[config.mk]
export PLATFORM = sky130hd
export DESIGN_NAME = magnetometer_axis_compensation
export DESIGN_NICKNAME = d
export VERILOG_FILES = /design/src/mag_comp_pkg.sv /design/src/magnetometer_axis_compensation.sv
export SDC_FILE = /design/constraint.sdc
export NUM_CORES = 2
export LEC_CHECK = 0
export ABC_AREA = 1
export BUFFER_PORTS_ARGS = -buffer_cell sky130_fd_sc_hd__buf_2
export CORE_UTILIZATION = 30
export CTS_CLUSTER_SIZE = 8
export DETAILED_ROUTE_END_ITERATION = 8
export HOLD_SLACK_MARGIN = 0.08
export PLACE_DENSITY = 0.53
export SETUP_SLACK_MARGIN = 0.2
export SLEW_MARGIN = 20
export SYNTH_ARGS = -nofsm -noshare
export SYNTH_HDL_FRONTEND = slang
export SYNTH_SLANG_ARGS = --single-unit
[constraint.sdc]
create_clock -name i_clk -period 13.68 [get_ports i_clk]
set_clock_uncertainty 0.15 [all_clocks]
set_input_delay 0.684 -clock i_clk [delete_from_list [all_inputs] [get_ports i_clk]]
set_output_delay 0.684 -clock i_clk [all_outputs]
set_load 0.02 [all_outputs]
[src/mag_comp_pkg.sv]
`default_nettype none

package mag_comp_pkg;

    // datapath widths, sized from the worst case over all resolutions
    localparam int W_RAW   = 16;  // raw reading
    localparam int W_MAG   = 16;  // |raw - offset|
    localparam int W_N     = 26;  // |raw - offset| * 1000
    localparam int W_Q     = 21;  // per-axis quotient magnitude
    localparam int W_ZR    = 21;  // Z reciprocal
    localparam int W_PZ    = W_N + W_ZR;
    localparam int W_RZ    = 12;  // Z remainder, below twice the divisor
    localparam int W_DZ    = 11;  // Z divisor
    localparam int W_T     = W_Q + 1;
    localparam int W_V     = 23;  // combined axis value, signed
    localparam int W_AV    = W_V - 1;
    localparam int W_K     = 15;  // trim coefficient
    localparam int W_PROD  = W_AV + W_K;
    localparam int W_N2    = 32;  // trimmed product after the pre-shift
    localparam int W_RECIP = 23;  // trim divisor reciprocal
    localparam int W_P2    = W_N2 + W_RECIP;
    localparam int W_Q2    = 22;
    localparam int W_R2    = 11;  // remainder, below twice the divisor
    localparam int W_D2    = 10;
    localparam int W_CFG   = 6;
    localparam int W_IDX   = 2;

    typedef enum logic [1:0] {
        FUNC_X   = 2'd0,
        FUNC_Y   = 2'd1,
        FUNC_Z   = 2'd2,
        FUNC_BAD = 2'd3
    } t_func;

    localparam logic [W_IDX-1:0] CFG_RESOLUTION = 2'd0;
    localparam logic [W_IDX-1:0] CFG_Y_TRIM     = 2'd1;
    localparam logic [W_IDX-1:0] CFG_Z_TRIM     = 2'd2;

    localparam logic [1:0] RES_16_SLOW = 2'd0;
    localparam logic [1:0] RES_16_FAST = 2'd1;
    localparam logic [1:0] RES_14      = 2'd2;
    localparam logic [1:0] RES_12      = 2'd3;

    localparam int unsigned SCALE = 1000;

    // Z axis division: q0 = (n * floor(2^26 / d)) >> 26 is q or q - 1
    localparam int Z_RECIP_SHIFT = 26;
    localparam int unsigned ZR_16_SLOW = (32'd1 << Z_RECIP_SHIFT) / 1024;
    localparam int unsigned ZR_16_FAST = (32'd1 << Z_RECIP_SHIFT) / 770;
    localparam int unsigned ZR_14      = (32'd1 << Z_RECIP_SHIFT) / 193;
    localparam int unsigned ZR_12      = (32'd1 << Z_RECIP_SHIFT) / 48;

    // trim division: /1000 = >>3 then /125, /10000 = >>4 then /625
    localparam int Y_PRE_SHIFT   = 3;
    localparam int Y_DIV         = 125;
    localparam int Y_RECIP_SHIFT = 29;
    localparam longint unsigned Y_RECIP = (64'd1 << Y_RECIP_SHIFT) / Y_DIV;
    localparam int Z_PRE_SHIFT   = 4;
    localparam int Z_DIV         = 625;
    localparam int Z_RECIP_SHIFT2 = 32;
    localparam longint unsigned Z_RECIP = (64'd1 << Z_RECIP_SHIFT2) / Z_DIV;

    function automatic logic [W_RAW-1:0] res_offset(input logic [1:0] res);
        logic [W_RAW-1:0] off;
        case (res)
            RES_16_SLOW, RES_16_FAST: off = 16'd32768;
            RES_14:                   off = 16'd8192;
            default:                  off = 16'd2048;
        endcase
        return off;
    endfunction

    // X and Y sensitivities are powers of two
    function automatic logic [3:0] res_xy_shift(input logic [1:0] res);
        logic [3:0] sh;
        case (res)
            RES_16_SLOW, RES_16_FAST: sh = 4'd10;
            RES_14:                   sh = 4'd8;
            default:                  sh = 4'd6;
        endcase
        return sh;
    endfunction

    function automatic logic [W_DZ-1:0] res_z_div(input logic [1:0] res);
        logic [W_DZ-1:0] d;
        case (res)
            RES_16_SLOW: d = 11'd1024;
            RES_16_FAST: d = 11'd770;
            RES_14:      d = 11'd193;
            default:     d = 11'd48;
        endcase
        return d;
    endfunction

    function automatic logic [W_ZR-1:0] res_z_recip(input logic [1:0] res);
        logic [W_ZR-1:0] m;
        case (res)
            RES_16_SLOW: m = W_ZR'(ZR_16_SLOW);
            RES_16_FAST: m = W_ZR'(ZR_16_FAST);
            RES_14:      m = W_ZR'(ZR_14);
            default:     m = W_ZR'(ZR_12);
        endcase
        return m;
    endfunction

    // codes 32..63 stand for 32 - c
    function automatic int trim_value(input logic [W_CFG-1:0] code);
        int t;
        t = code[W_CFG-1] ? (32 - int'(code)) : int'(code);
        return t;
    endfunction

    function automatic logic [W_K-1:0] coef_y(input logic [W_CFG-1:0] code);
        int k;
        k = 1000 + 6 * trim_value(code);
        return W_K'(k);
    endfunction

    function automatic logic [W_K-1:0] coef_z(input logic [W_CFG-1:0] code);
        int k;
        k = 13500 + 81 * trim_value(code);
        return W_K'(k);
    endfunction

endpackage

`default_nettype wire

[src/magnetometer_axis_compensation.sv]
// Magnetometer axis compensation.
// Command channel: a reading (i_func, i_raw_x/y/z) is taken at each rising
// edge with start high and busy low. busy stays low, so a reading may be
// started in every cycle.
// Result channel: o_valid is high for one cycle with o_field_mgauss
// (signed milligauss) and o_bad_axis; the receiver has no way to hold it.
// Pipeline: the result passes through a 12-register pipeline (input register,
// offset, scale by 1000, sensitivity divide, Z estimate and remainder, Z
// correction and sign, axis combine, trim coefficient, trim multiply, trim
// reciprocal, estimate and remainder, correction and output).
// Throughput: one reading per cycle, set by the fully pipelined datapath.
// Configuration: i_cfg_we writes i_cfg_wdata into the register at
// i_cfg_idx (0 resolution, 1 Y trim code, 2 Z trim code); write only while
// no reading is in flight. Other indexes are ignored.
// Reset (i_rst_n low, synchronous) clears the pipeline valid bits and sets
// all three configuration registers to 0; readings in flight are dropped.
`default_nettype none

module magnetometer_axis_compensation (
    input  wire logic        i_clk,
    input  wire logic        i_rst_n,
    input  wire logic        start,
    output logic             busy,
    input  wire logic [1:0]  i_func,
    input  wire logic [15:0] i_raw_x,
    input  wire logic [15:0] i_raw_y,
    input  wire logic [15:0] i_raw_z,
    input  wire logic        i_cfg_we,
    input  wire logic [1:0]  i_cfg_idx,
    input  wire logic [5:0]  i_cfg_wdata,
    output logic             o_valid,
    output logic [22:0]      o_field_mgauss,
    output logic             o_bad_axis
);

    localparam int NS = 12;

    typedef mag_comp_pkg::t_func t_func;

    // configuration
    logic [1:0]                        r_resolution;
    logic [mag_comp_pkg::W_CFG-1:0]    r_y_trim;
    logic [mag_comp_pkg::W_CFG-1:0]    r_z_trim;

    // valid bits and selector of each stage
    logic [NS-1:0] r_vld;
    t_func         r_func [NS];

    logic [mag_comp_pkg::W_RAW-1:0]  r_s0_raw [3];
    logic [mag_comp_pkg::W_MAG-1:0]  r_s1_mag [3];
    logic [2:0]                      r_s1_neg;
    logic [mag_comp_pkg::W_N-1:0]    r_s2_n [3];
    logic [2:0]                      r_s2_neg;
    logic [mag_comp_pkg::W_Q-1:0]    r_s3_qx, r_s3_qy;
    logic [mag_comp_pkg::W_PZ-1:0]   r_s3_pz;
    logic [mag_comp_pkg::W_N-1:0]    r_s3_nz;
    logic [2:0]                      r_s3_neg;
    logic [mag_comp_pkg::W_Q-1:0]    r_s4_qx, r_s4_qy, r_s4_qz;
    logic [mag_comp_pkg::W_RZ-1:0]   r_s4_rz;
    logic [2:0]                      r_s4_neg;
    logic signed [mag_comp_pkg::W_T-1:0] r_s5_t [3];
    logic signed [mag_comp_pkg::W_V-1:0] r_s6_v;
    logic [mag_comp_pkg::W_AV-1:0]   r_s7_av;
    logic [mag_comp_pkg::W_K-1:0]    r_s7_k;
    logic                            r_s7_neg;
    logic signed [mag_comp_pkg::W_V-1:0] r_s7_v;
    logic [mag_comp_pkg::W_PROD-1:0] r_s8_prod;
    logic                            r_s8_neg;
    logic signed [mag_comp_pkg::W_V-1:0] r_s8_v;
    logic [mag_comp_pkg::W_N2-1:0]   r_s9_n2;
    logic [mag_comp_pkg::W_P2-1:0]   r_s9_p;
    logic                            r_s9_neg;
    logic signed [mag_comp_pkg::W_V-1:0] r_s9_v;
    logic [mag_comp_pkg::W_Q2-1:0]   r_s10_q0;
    logic [mag_comp_pkg::W_R2-1:0]   r_s10_r;
    logic                            r_s10_neg;
    logic signed [mag_comp_pkg::W_V-1:0] r_s10_v;
    logic signed [mag_comp_pkg::W_V-1:0] r_s11_field;
    logic                            r_s11_bad;

    // next values
    logic [mag_comp_pkg::W_MAG-1:0]  n_s1_mag [3];
    logic [2:0]                      n_s1_neg;
    logic signed [mag_comp_pkg::W_RAW:0] n_diff [3];
    logic [mag_comp_pkg::W_Q-1:0]    n_s4_qz0;
    logic [mag_comp_pkg::W_N-1:0]    n_s4_rem;
    logic [mag_comp_pkg::W_Q-1:0]    n_s5_q [3];
    logic signed [mag_comp_pkg::W_V-1:0] n_s6_v;
    logic [mag_comp_pkg::W_N2-1:0]   n_s9_n2;
    logic [mag_comp_pkg::W_Q2-1:0]   n_s10_q0;
    logic [mag_comp_pkg::W_N2-1:0]   n_s10_rem;
    logic [mag_comp_pkg::W_Q2-1:0]   n_s11_q;
    logic [mag_comp_pkg::W_D2-1:0]   n_div2;
    logic signed [mag_comp_pkg::W_V-1:0] n_s11_field;

    logic [mag_comp_pkg::W_RAW-1:0]  n_offset;
    logic [3:0]                      n_xy_shift;
    logic [mag_comp_pkg::W_DZ-1:0]   n_z_div;
    logic [mag_comp_pkg::W_ZR-1:0]   n_z_recip;

    assign busy = 1'b0;

    assign n_offset   = mag_comp_pkg::res_offset(r_resolution);
    assign n_xy_shift = mag_comp_pkg::res_xy_shift(r_resolution);
    assign n_z_div    = mag_comp_pkg::res_z_div(r_resolution);
    assign n_z_recip  = mag_comp_pkg::res_z_recip(r_resolution);

    always_ff @(posedge i_clk) begin
        if (!i_rst_n) begin
            r_resolution <= mag_comp_pkg::RES_16_SLOW;
            r_y_trim     <= '0;
            r_z_trim     <= '0;
        end else if (i_cfg_we) begin
            case (i_cfg_idx)
                mag_comp_pkg::CFG_RESOLUTION: r_resolution <= i_cfg_wdata[1:0];
                mag_comp_pkg::CFG_Y_TRIM:     r_y_trim     <= i_cfg_wdata;
                mag_comp_pkg::CFG_Z_TRIM:     r_z_trim     <= i_cfg_wdata;
                default: ;
            endcase
        end
    end

    always_ff @(posedge i_clk) begin
        if (!i_rst_n) begin
            r_vld <= '0;
        end else begin
            r_vld <= {r_vld[NS-2:0], start & ~busy};
        end
    end

    always_ff @(posedge i_clk) begin
        r_func[0] <= t_func'(i_func);
        for (int s = 1; s < NS; s++) begin
            r_func[s] <= r_func[s-1];
        end
    end

    // stage 1: magnitude of raw - offset
    always_comb begin
        for (int a = 0; a < 3; a++) begin
            n_diff[a]   = $signed({1'b0, r_s0_raw[a]}) - $signed({1'b0, n_offset});
            n_s1_neg[a] = n_diff[a][mag_comp_pkg::W_RAW];
            n_s1_mag[a] = n_s1_neg[a] ? mag_comp_pkg::W_MAG'(-n_diff[a])
                                      : mag_comp_pkg::W_MAG'(n_diff[a]);
        end
    end

    // stage 4: Z quotient estimate and remainder
    always_comb begin
        n_s4_qz0 = mag_comp_pkg::W_Q'(r_s3_pz >> mag_comp_pkg::Z_RECIP_SHIFT);
        n_s4_rem = r_s3_nz - mag_comp_pkg::W_N'(n_s4_qz0) * mag_comp_pkg::W_N'(n_z_div);
    end

    // stage 5: Z correction, signs back on
    always_comb begin
        n_s5_q[0] = r_s4_qx;
        n_s5_q[1] = r_s4_qy;
        n_s5_q[2] = r_s4_qz
                  + mag_comp_pkg::W_Q'(r_s4_rz >= mag_comp_pkg::W_RZ'(n_z_div));
    end

    // stage 6: axis combine
    always_comb begin
        case (r_func[5])
            mag_comp_pkg::FUNC_X: n_s6_v = mag_comp_pkg::W_V'(r_s5_t[0]);
            mag_comp_pkg::FUNC_Y: n_s6_v = mag_comp_pkg::W_V'(r_s5_t[1])
                                         - mag_comp_pkg::W_V'(r_s5_t[2]);
            mag_comp_pkg::FUNC_Z: n_s6_v = mag_comp_pkg::W_V'(r_s5_t[1])
                                         + mag_comp_pkg::W_V'(r_s5_t[2]);
            default:              n_s6_v = '0;
        endcase
    end

    // stages 9 to 11: divide the trimmed product by 1000 or 10000
    always_comb begin
        if (r_func[8] == mag_comp_pkg::FUNC_Y) begin
            n_s9_n2 = mag_comp_pkg::W_N2'(r_s8_prod >> mag_comp_pkg::Y_PRE_SHIFT);
        end else begin
            n_s9_n2 = mag_comp_pkg::W_N2'(r_s8_prod >> mag_comp_pkg::Z_PRE_SHIFT);
        end

        if (r_func[9] == mag_comp_pkg::FUNC_Y) begin
            n_s10_q0 = mag_comp_pkg::W_Q2'(r_s9_p >> mag_comp_pkg::Y_RECIP_SHIFT);
        end else begin
            n_s10_q0 = mag_comp_pkg::W_Q2'(r_s9_p >> mag_comp_pkg::Z_RECIP_SHIFT2);
        end

        if (r_func[10] == mag_comp_pkg::FUNC_Y) begin
            n_div2 = mag_comp_pkg::W_D2'(mag_comp_pkg::Y_DIV);
        end else begin
            n_div2 = mag_comp_pkg::W_D2'(mag_comp_pkg::Z_DIV);
        end
    end

    always_comb begin
        if (r_func[9] == mag_comp_pkg::FUNC_Y) begin
            n_s10_rem = r_s9_n2 - mag_comp_pkg::W_N2'(n_s10_q0)
                                * mag_comp_pkg::W_N2'(mag_comp_pkg::Y_DIV);
        end else begin
            n_s10_rem = r_s9_n2 - mag_comp_pkg::W_N2'(n_s10_q0)
                                * mag_comp_pkg::W_N2'(mag_comp_pkg::Z_DIV);
        end
    end

    always_comb begin
        n_s11_q = r_s10_q0
                + mag_comp_pkg::W_Q2'(r_s10_r >= mag_comp_pkg::W_R2'(n_div2));
        case (r_func[10])
            mag_comp_pkg::FUNC_X: n_s11_field = r_s10_v;
            mag_comp_pkg::FUNC_Y,
            mag_comp_pkg::FUNC_Z: begin
                n_s11_field = r_s10_neg ? -$signed({1'b0, n_s11_q})
                                        :  $signed({1'b0, n_s11_q});
            end
            default:              n_s11_field = '0;
        endcase
    end

    always_ff @(posedge i_clk) begin
        // stage 0: input register
        r_s0_raw[0] <= i_raw_x;
        r_s0_raw[1] <= i_raw_y;
        r_s0_raw[2] <= i_raw_z;

        // stage 1
        r_s1_mag <= n_s1_mag;
        r_s1_neg <= n_s1_neg;

        // stage 2: scale by 1000
        for (int a = 0; a < 3; a++) begin
            r_s2_n[a] <= mag_comp_pkg::W_N'(r_s1_mag[a])
                       * mag_comp_pkg::W_N'(mag_comp_pkg::SCALE);
        end
        r_s2_neg <= r_s1_neg;

        // stage 3: X, Y sensitivities are shifts; Z by reciprocal
        r_s3_qx  <= mag_comp_pkg::W_Q'(r_s2_n[0] >> n_xy_shift);
        r_s3_qy  <= mag_comp_pkg::W_Q'(r_s2_n[1] >> n_xy_shift);
        r_s3_pz  <= mag_comp_pkg::W_PZ'(r_s2_n[2]) * mag_comp_pkg::W_PZ'(n_z_recip);
        r_s3_nz  <= r_s2_n[2];
        r_s3_neg <= r_s2_neg;

        // stage 4
        r_s4_qx  <= r_s3_qx;
        r_s4_qy  <= r_s3_qy;
        r_s4_qz  <= n_s4_qz0;
        r_s4_rz  <= mag_comp_pkg::W_RZ'(n_s4_rem);
        r_s4_neg <= r_s3_neg;

        // stage 5
        for (int a = 0; a < 3; a++) begin
            r_s5_t[a] <= r_s4_neg[a] ? -$signed({1'b0, n_s5_q[a]})
                                     :  $signed({1'b0, n_s5_q[a]});
        end

        // stage 6
        r_s6_v <= n_s6_v;

        // stage 7: magnitude and trim coefficient
        r_s7_neg <= r_s6_v[mag_comp_pkg::W_V-1];
        r_s7_av  <= r_s6_v[mag_comp_pkg::W_V-1] ? mag_comp_pkg::W_AV'(-r_s6_v)
                                                : mag_comp_pkg::W_AV'(r_s6_v);
        r_s7_k   <= (r_func[6] == mag_comp_pkg::FUNC_Y) ? mag_comp_pkg::coef_y(r_y_trim)
                                                        : mag_comp_pkg::coef_z(r_z_trim);
        r_s7_v   <= r_s6_v;

        // stage 8: trim multiply
        r_s8_prod <= mag_comp_pkg::W_PROD'(r_s7_av) * mag_comp_pkg::W_PROD'(r_s7_k);
        r_s8_neg  <= r_s7_neg;
        r_s8_v    <= r_s7_v;

        // stage 9: reciprocal multiply
        r_s9_n2  <= n_s9_n2;
        r_s9_p   <= (r_func[8] == mag_comp_pkg::FUNC_Y)
                  ? mag_comp_pkg::W_P2'(n_s9_n2) * mag_comp_pkg::W_P2'(mag_comp_pkg::Y_RECIP)
                  : mag_comp_pkg::W_P2'(n_s9_n2) * mag_comp_pkg::W_P2'(mag_comp_pkg::Z_RECIP);
        r_s9_neg <= r_s8_neg;
        r_s9_v   <= r_s8_v;

        // stage 10: estimate and remainder
        r_s10_q0  <= n_s10_q0;
        r_s10_r   <= mag_comp_pkg::W_R2'(n_s10_rem);
        r_s10_neg <= r_s9_neg;
        r_s10_v   <= r_s9_v;

        // stage 11: output register
        r_s11_field <= n_s11_field;
        r_s11_bad   <= (r_func[10] == mag_comp_pkg::FUNC_BAD);
    end

    assign o_valid        = r_vld[NS-1];
    assign o_field_mgauss = r_s11_field;
    assign o_bad_axis     = r_s11_bad;

endmodule

`default_nettype wire

== Yosys cells after proc, flatten, opt, wreduce, memory -nomap -nowiden ==
Memories as Yosys holds them, arrays and structs flattened.
Index checks and enable logic that the tools add are counted.
Word-level totals
  register bits: 576
  latch bits: 0
  bits in writable memories: 207
  ROM bits: 0
  input port bits: 62
  output and inout port bits: 26
  word-level logic and storage cells: 122
  memories kept: 4
Memory list
  r_s2_n: words 3, bits a word 23, rd ports 3, clocked after Yosys merged registers in 0, wr ports 3, line magnetometer_axis_compensation.sv:52  | logic [mag_comp_pkg::W_N-1:0] r_s2_n [3];
  r_s5_t: words 3, bits a word 22, rd ports 3, clocked after Yosys merged registers in 0, wr ports 3, line magnetometer_axis_compensation.sv:61  | logic signed [mag_comp_pkg::W_T-1:0] r_s5_t [3];
  r_s0_raw: words 3, bits a word 16, rd ports 3, clocked after Yosys merged registers in 0, wr ports 3, line magnetometer_axis_compensation.sv:49  | logic [mag_comp_pkg::W_RAW-1:0] r_s0_raw [3];
  r_func: words 12, bits a word 2, rd ports 11, clocked after Yosys merged registers in 0, wr ports 12, line magnetometer_axis_compensation.sv:47  | t_func r_func [NS];
Cells by class
  add/subtract/negate cells: 22
  $mul: 12
  divide/modulo/power cells: 0
  magnitude comparators: 2
  eq/ne operators: 12
  shift-type cells: 2
  multiplexer cells: 22
  bitwise operators: 0
  reductions and logical operators: 9
Operators by type and width (count)
  22-bit 2-to-1 mux: 5
  32-bit by 23-bit multiplier with 54-bit output (second input constant): 2
  32-bit 2-to-1 mux: 3
  16-bit by 7-bit multiplier with 23-bit output (second input constant): 3
  23-bit case mux with 3 select lines: 1
  21-bit negation with 22-bit output: 3
  21-bit case mux with 3 select lines: 1
  54-bit 2-to-1 mux: 1
  26-bit by 4-bit >> shifter with 21-bit output: 2
  16-bit by 16-bit subtractor with 17-bit output: 3
  16-bit 2-to-1 mux: 3
  16-bit negation: 3
  26-bit by 21-bit multiplier with 47-bit output: 1
  23-bit case mux with 2 select lines: 1
  22-bit by 15-bit multiplier with 36-bit output: 1
  11-bit case mux with 3 select lines: 1
  3-bit by 32-bit multiplier with 14-bit output (first input constant): 1
  8-bit by 32-bit multiplier with 15-bit output (first input constant): 1
  16-bit case mux with 2 select lines: 1
  22-bit by 22-bit adder with 23-bit output: 1
  23-bit 2-to-1 mux: 1
  22-bit negation with 23-bit output: 1
  22-bit by 22-bit subtractor with 23-bit output: 1
  22-bit by 1-bit adder with 22-bit output: 1
  21 further kinds: 39

== Longest topological paths before layout ==
An unclocked memory read counts as a cell.
  word-level depth: 8
  mapped depth: 35
  mapped depth without buffers: 33

== Worst setup path after synthesis ==
Ideal clock, no wire load.
  path kind: reg2reg
  from: memory r_func[8][1] in the netlist's numbering
  to: register r_s9_p[36] in the netlist's numbering
  setup time: 0.123 ns
  data arrival time: 7.148 ns
  required time: 13.407 ns
  setup slack: 6.259 ns
  stages on the path, launching flop included: 29
  buffers on the path: 3
  period minus slack after synthesis: 7.421 ns
  cells stage by stage: dfxtp_1 > inv_1 > nand2_1 > buf_2 > buf_2 > clkbuf_1 > o21ai_0 > ha_1 > inv_1 > fa_1 > fa_1 > fa_1 > fa_1 > inv_1 > fa_1 > inv_1 > fa_1 > inv_1 > ha_1 > nand2_1 > nor2_1 > inv_1 > nor2_1 > and3_1 > nand3_1 > nand3_1 > nand2_1 > nor3b_1 > or2_2
RTL lines
  start, declared: line magnetometer_axis_compensation.sv:47
  end signal, assigned: line magnetometer_axis_compensation.sv:274  | r_s9_p <= (r_func[8] == mag_comp_pkg::FUNC_Y)
  end, declared: line magnetometer_axis_compensation.sv:71  | logic [mag_comp_pkg::W_P2-1:0] r_s9_p;

==> run summary <==
Status = finished clean
Max_slew headroom = 27.7%
CP Data Required Time = 14110 ps
CTS Sinks = 713
Ratio of cells with drive above 1 in the final layout = 3.36%
Max Cap Viol = 0
Antenna Cells = 0
Capturing point of the worst reg2reg path = r_s9_p[46]
GRT Overall Usage = 17.0%
First-pass detailed-route iteration total = 8
Seq/Total Area, Yosys = 16.6%
Most frequent cells in the layout = inv_1 (2772), nand2_1 (1584), fa_1 (1264), ha_1 (1190), dfxtp_1 (713)
Antenna violations before repair = 5
Vias/cell = 4.47
Post-Syn Area = 85800 um^2
Worst setup path category = flip-flop to flip-flop
Max Fclk = 0.114 GHz
CTS Root Cell = clkbuf_16
Critical Path Sink Type = flip-flop
Hold path cells = 0
First-pass GRT wire length = 378 mm
Setup_tns = 0 ps
RSZ-0062 raised after global routing = false
GR Overflow Total = 0
IO Port Bufs = 86
Die H = 537 um
CP max FO = 85
WL final = 241 mm
Syn. warnings = 0
GPL Wtd Cong = 0.949
Via count = 63.2k
Starting density of the core = 30.1%
Final Setup Violations = 0
DRC violations left = 0
DRT met1 WL = 114 mm
Worst slew pin tran = 1080 ps
Largest net degree at the start of global routing = 86
Worst Path Arrival = 9190 ps
Layout area overhead = 9.91%
Async S/R FF share, synth = 0%
Fill count = 30.1k
Primary FF master, synth = dfxtp_1
Die footprint = 288000 um^2
Highest Signal Layer = met4
Post-CTS sizing = 0
Count of pins over their slew limit = 0
DRT iter0 DRCs = 3465
Core Region = 285000 um^2
R2r startpoint = r_func[8][1]
Metal3 WL = 10.8 mm
Worst-case clock buffer depth = 3
Hold Crit Start = r_s8_v[8]
Hold-fix buffers, CTS = 51
Worst-path clk slew = 60 ps
Final #Nets = 12.9k
Routed Antenna Nets = 0
CTS tree = yes
Hold/Removal Path Class = flip-flop to flip-flop
Worst setup margin = 4930 ps
Top-Level Pins = 88
Row cnt = 196
Min Tclk post-route = 8750 ps
Period utilisation layout = 64.0%
FF-to-FF path depth = 31
Commonest non-fill, non-tap cell in the layout = inv_1
Library cells used by synthesis = 61
CTS buffer count = 103
EDFF count, synth = 0
Hold path endpoint = r_s9_v[8]
Later-pin clock latency in the skew report = 720 ps
Place WS = 4960 ps
Final Hold Viols = 0
Reg-to-reg setup timing slack = 4930 ps
Max stage delay on crit path = 680 ps
# H-tree levels = 3
Routed length per instance = 17.0 um
Synth Net Count = 12.7k
Post CTS Setup Buffer Count = 0
Number of synthesized register bits = 713
CP max-delay cell = nand2_4
Gate Count Post-Synth = 10.2k
DR WL met2 = 110 mm
Post-DP HPWL = 208 mm
Chip Width = 537 um
Crit path top cell by count = inv_1
Number of global-route vias before repair = 65.2k
Mean Syn Cell Area = 8.42 um^2
Critical path startpoint category = flip-flop
[worst max-delay path, delay by kind of cell (launching register included)]
kind	cells	cell delay [ps]
adders and majority gates	8	3880
AOI/OAI and AO/OA	7	1380
DFF	1	310
buffers and inverters	10	1470
and+or+nand+nor	6	1400
[synthesized netlist by cell type, drive strengths merged (86+ instances only)]
library cell  count  area share, %
nor3             86           0.53
a21oi           459            2.7
nand3           233            1.4
inv            2776             12
ha             1191             17
dfxtp           713             17
xnor2           130            1.3
o21ai           433            2.5
nand2          1592            7.0
clkbuf          120           0.52
xor2            243            2.5
fa             1264             29
nor2            536            2.4
[state kept, by name, summed over array words and instances, names as in the netlist, 22 cells and up]
register / count
r_s9_v: 22
r_s0_raw: 48
o_field_mgauss: 23
r_func: 22
r_s10_v: 22
r_s6_v: 23
r_s2_n: 67
r_s10_q0: 22
r_s8_v: 22
r_s8_prod: 33
r_s5_t: 66
r_s7_v: 22
r_s1_mag: 48
r_s9_p: 26
[per-stage QoR]
| stage | cells | util, % | cell area, um^2 | hold WS (ps) |
|---|---|---|---|---|
| CTS | 14141 | 33.1 | 94300 | 130 |
| floorplan | 10195 | - | 85800 | 160 |
| global placement | 13964 | 31.9 | 90900 | 160 |
| detailed placement | 13964 | 31.9 | 90900 | 162 |
| global route | 14141 | 33.1 | 94300 | 146 |
| finish | 14141 | 33.1 | 94300 | 144 |
[area by class of cell]
class                           count  area [um^2]  area share (%)
Clock buffer                      113         2680            2.84
Clock inverter                     13          262           0.277
Inverter                         2780        10400            11.1
Multi-Input combinational cell   6567        60600            64.3
Sequential cell                   713        14300            15.1
Tap cell                         3762         4710            4.99
Timing Repair Buffer              193         1360            1.44
[routing by layer]
layer  GRT usage [%]  up-vias
met5               0        -
met4            4.30        0
met3            1.88      278
met2            27.8     1315
met1            23.7    30412
li1                -    31178
[worst max path at each step]
stage | from | to | slack (ps) | cells after the start
after floorplan | r_func[8][1] | r_s9_p[36] | 6260 | 28
after global routing | r_func[8][1] | r_s9_p[48] | 4450 | 31
after global placement | r_func[8][1] | r_s9_p[48] | 4990 | 30
after CTS | r_func[8][1] | r_s9_p[48] | 4930 | 30
final | r_func[8][1] | r_s9_p[46] | 4930 | 31
after detailed placement | r_func[8][1] | r_s9_p[48] | 4960 | 30
[cells by family (layout without fill, tap and decap cells)]
family | after synthesis | in the layout | synth area share [%]
buf+inv | 2915 | 3099 | 12.8
simple gates | 2603 | 2603 | 12.5
fa+ha+maj | 2455 | 2455 | 46.8
compound gates | 1110 | 1110 | 7.10
flops | 713 | 713 | 16.6
xor+xnor | 373 | 373 | 3.83
mux | 25 | 25 | 0.293
other cells | 1 | 1 | 0.00437
Power is left out: the tool's default activity adds up to more than one toggle a clock period on the data nets, which glitch-free logic cannot reach.
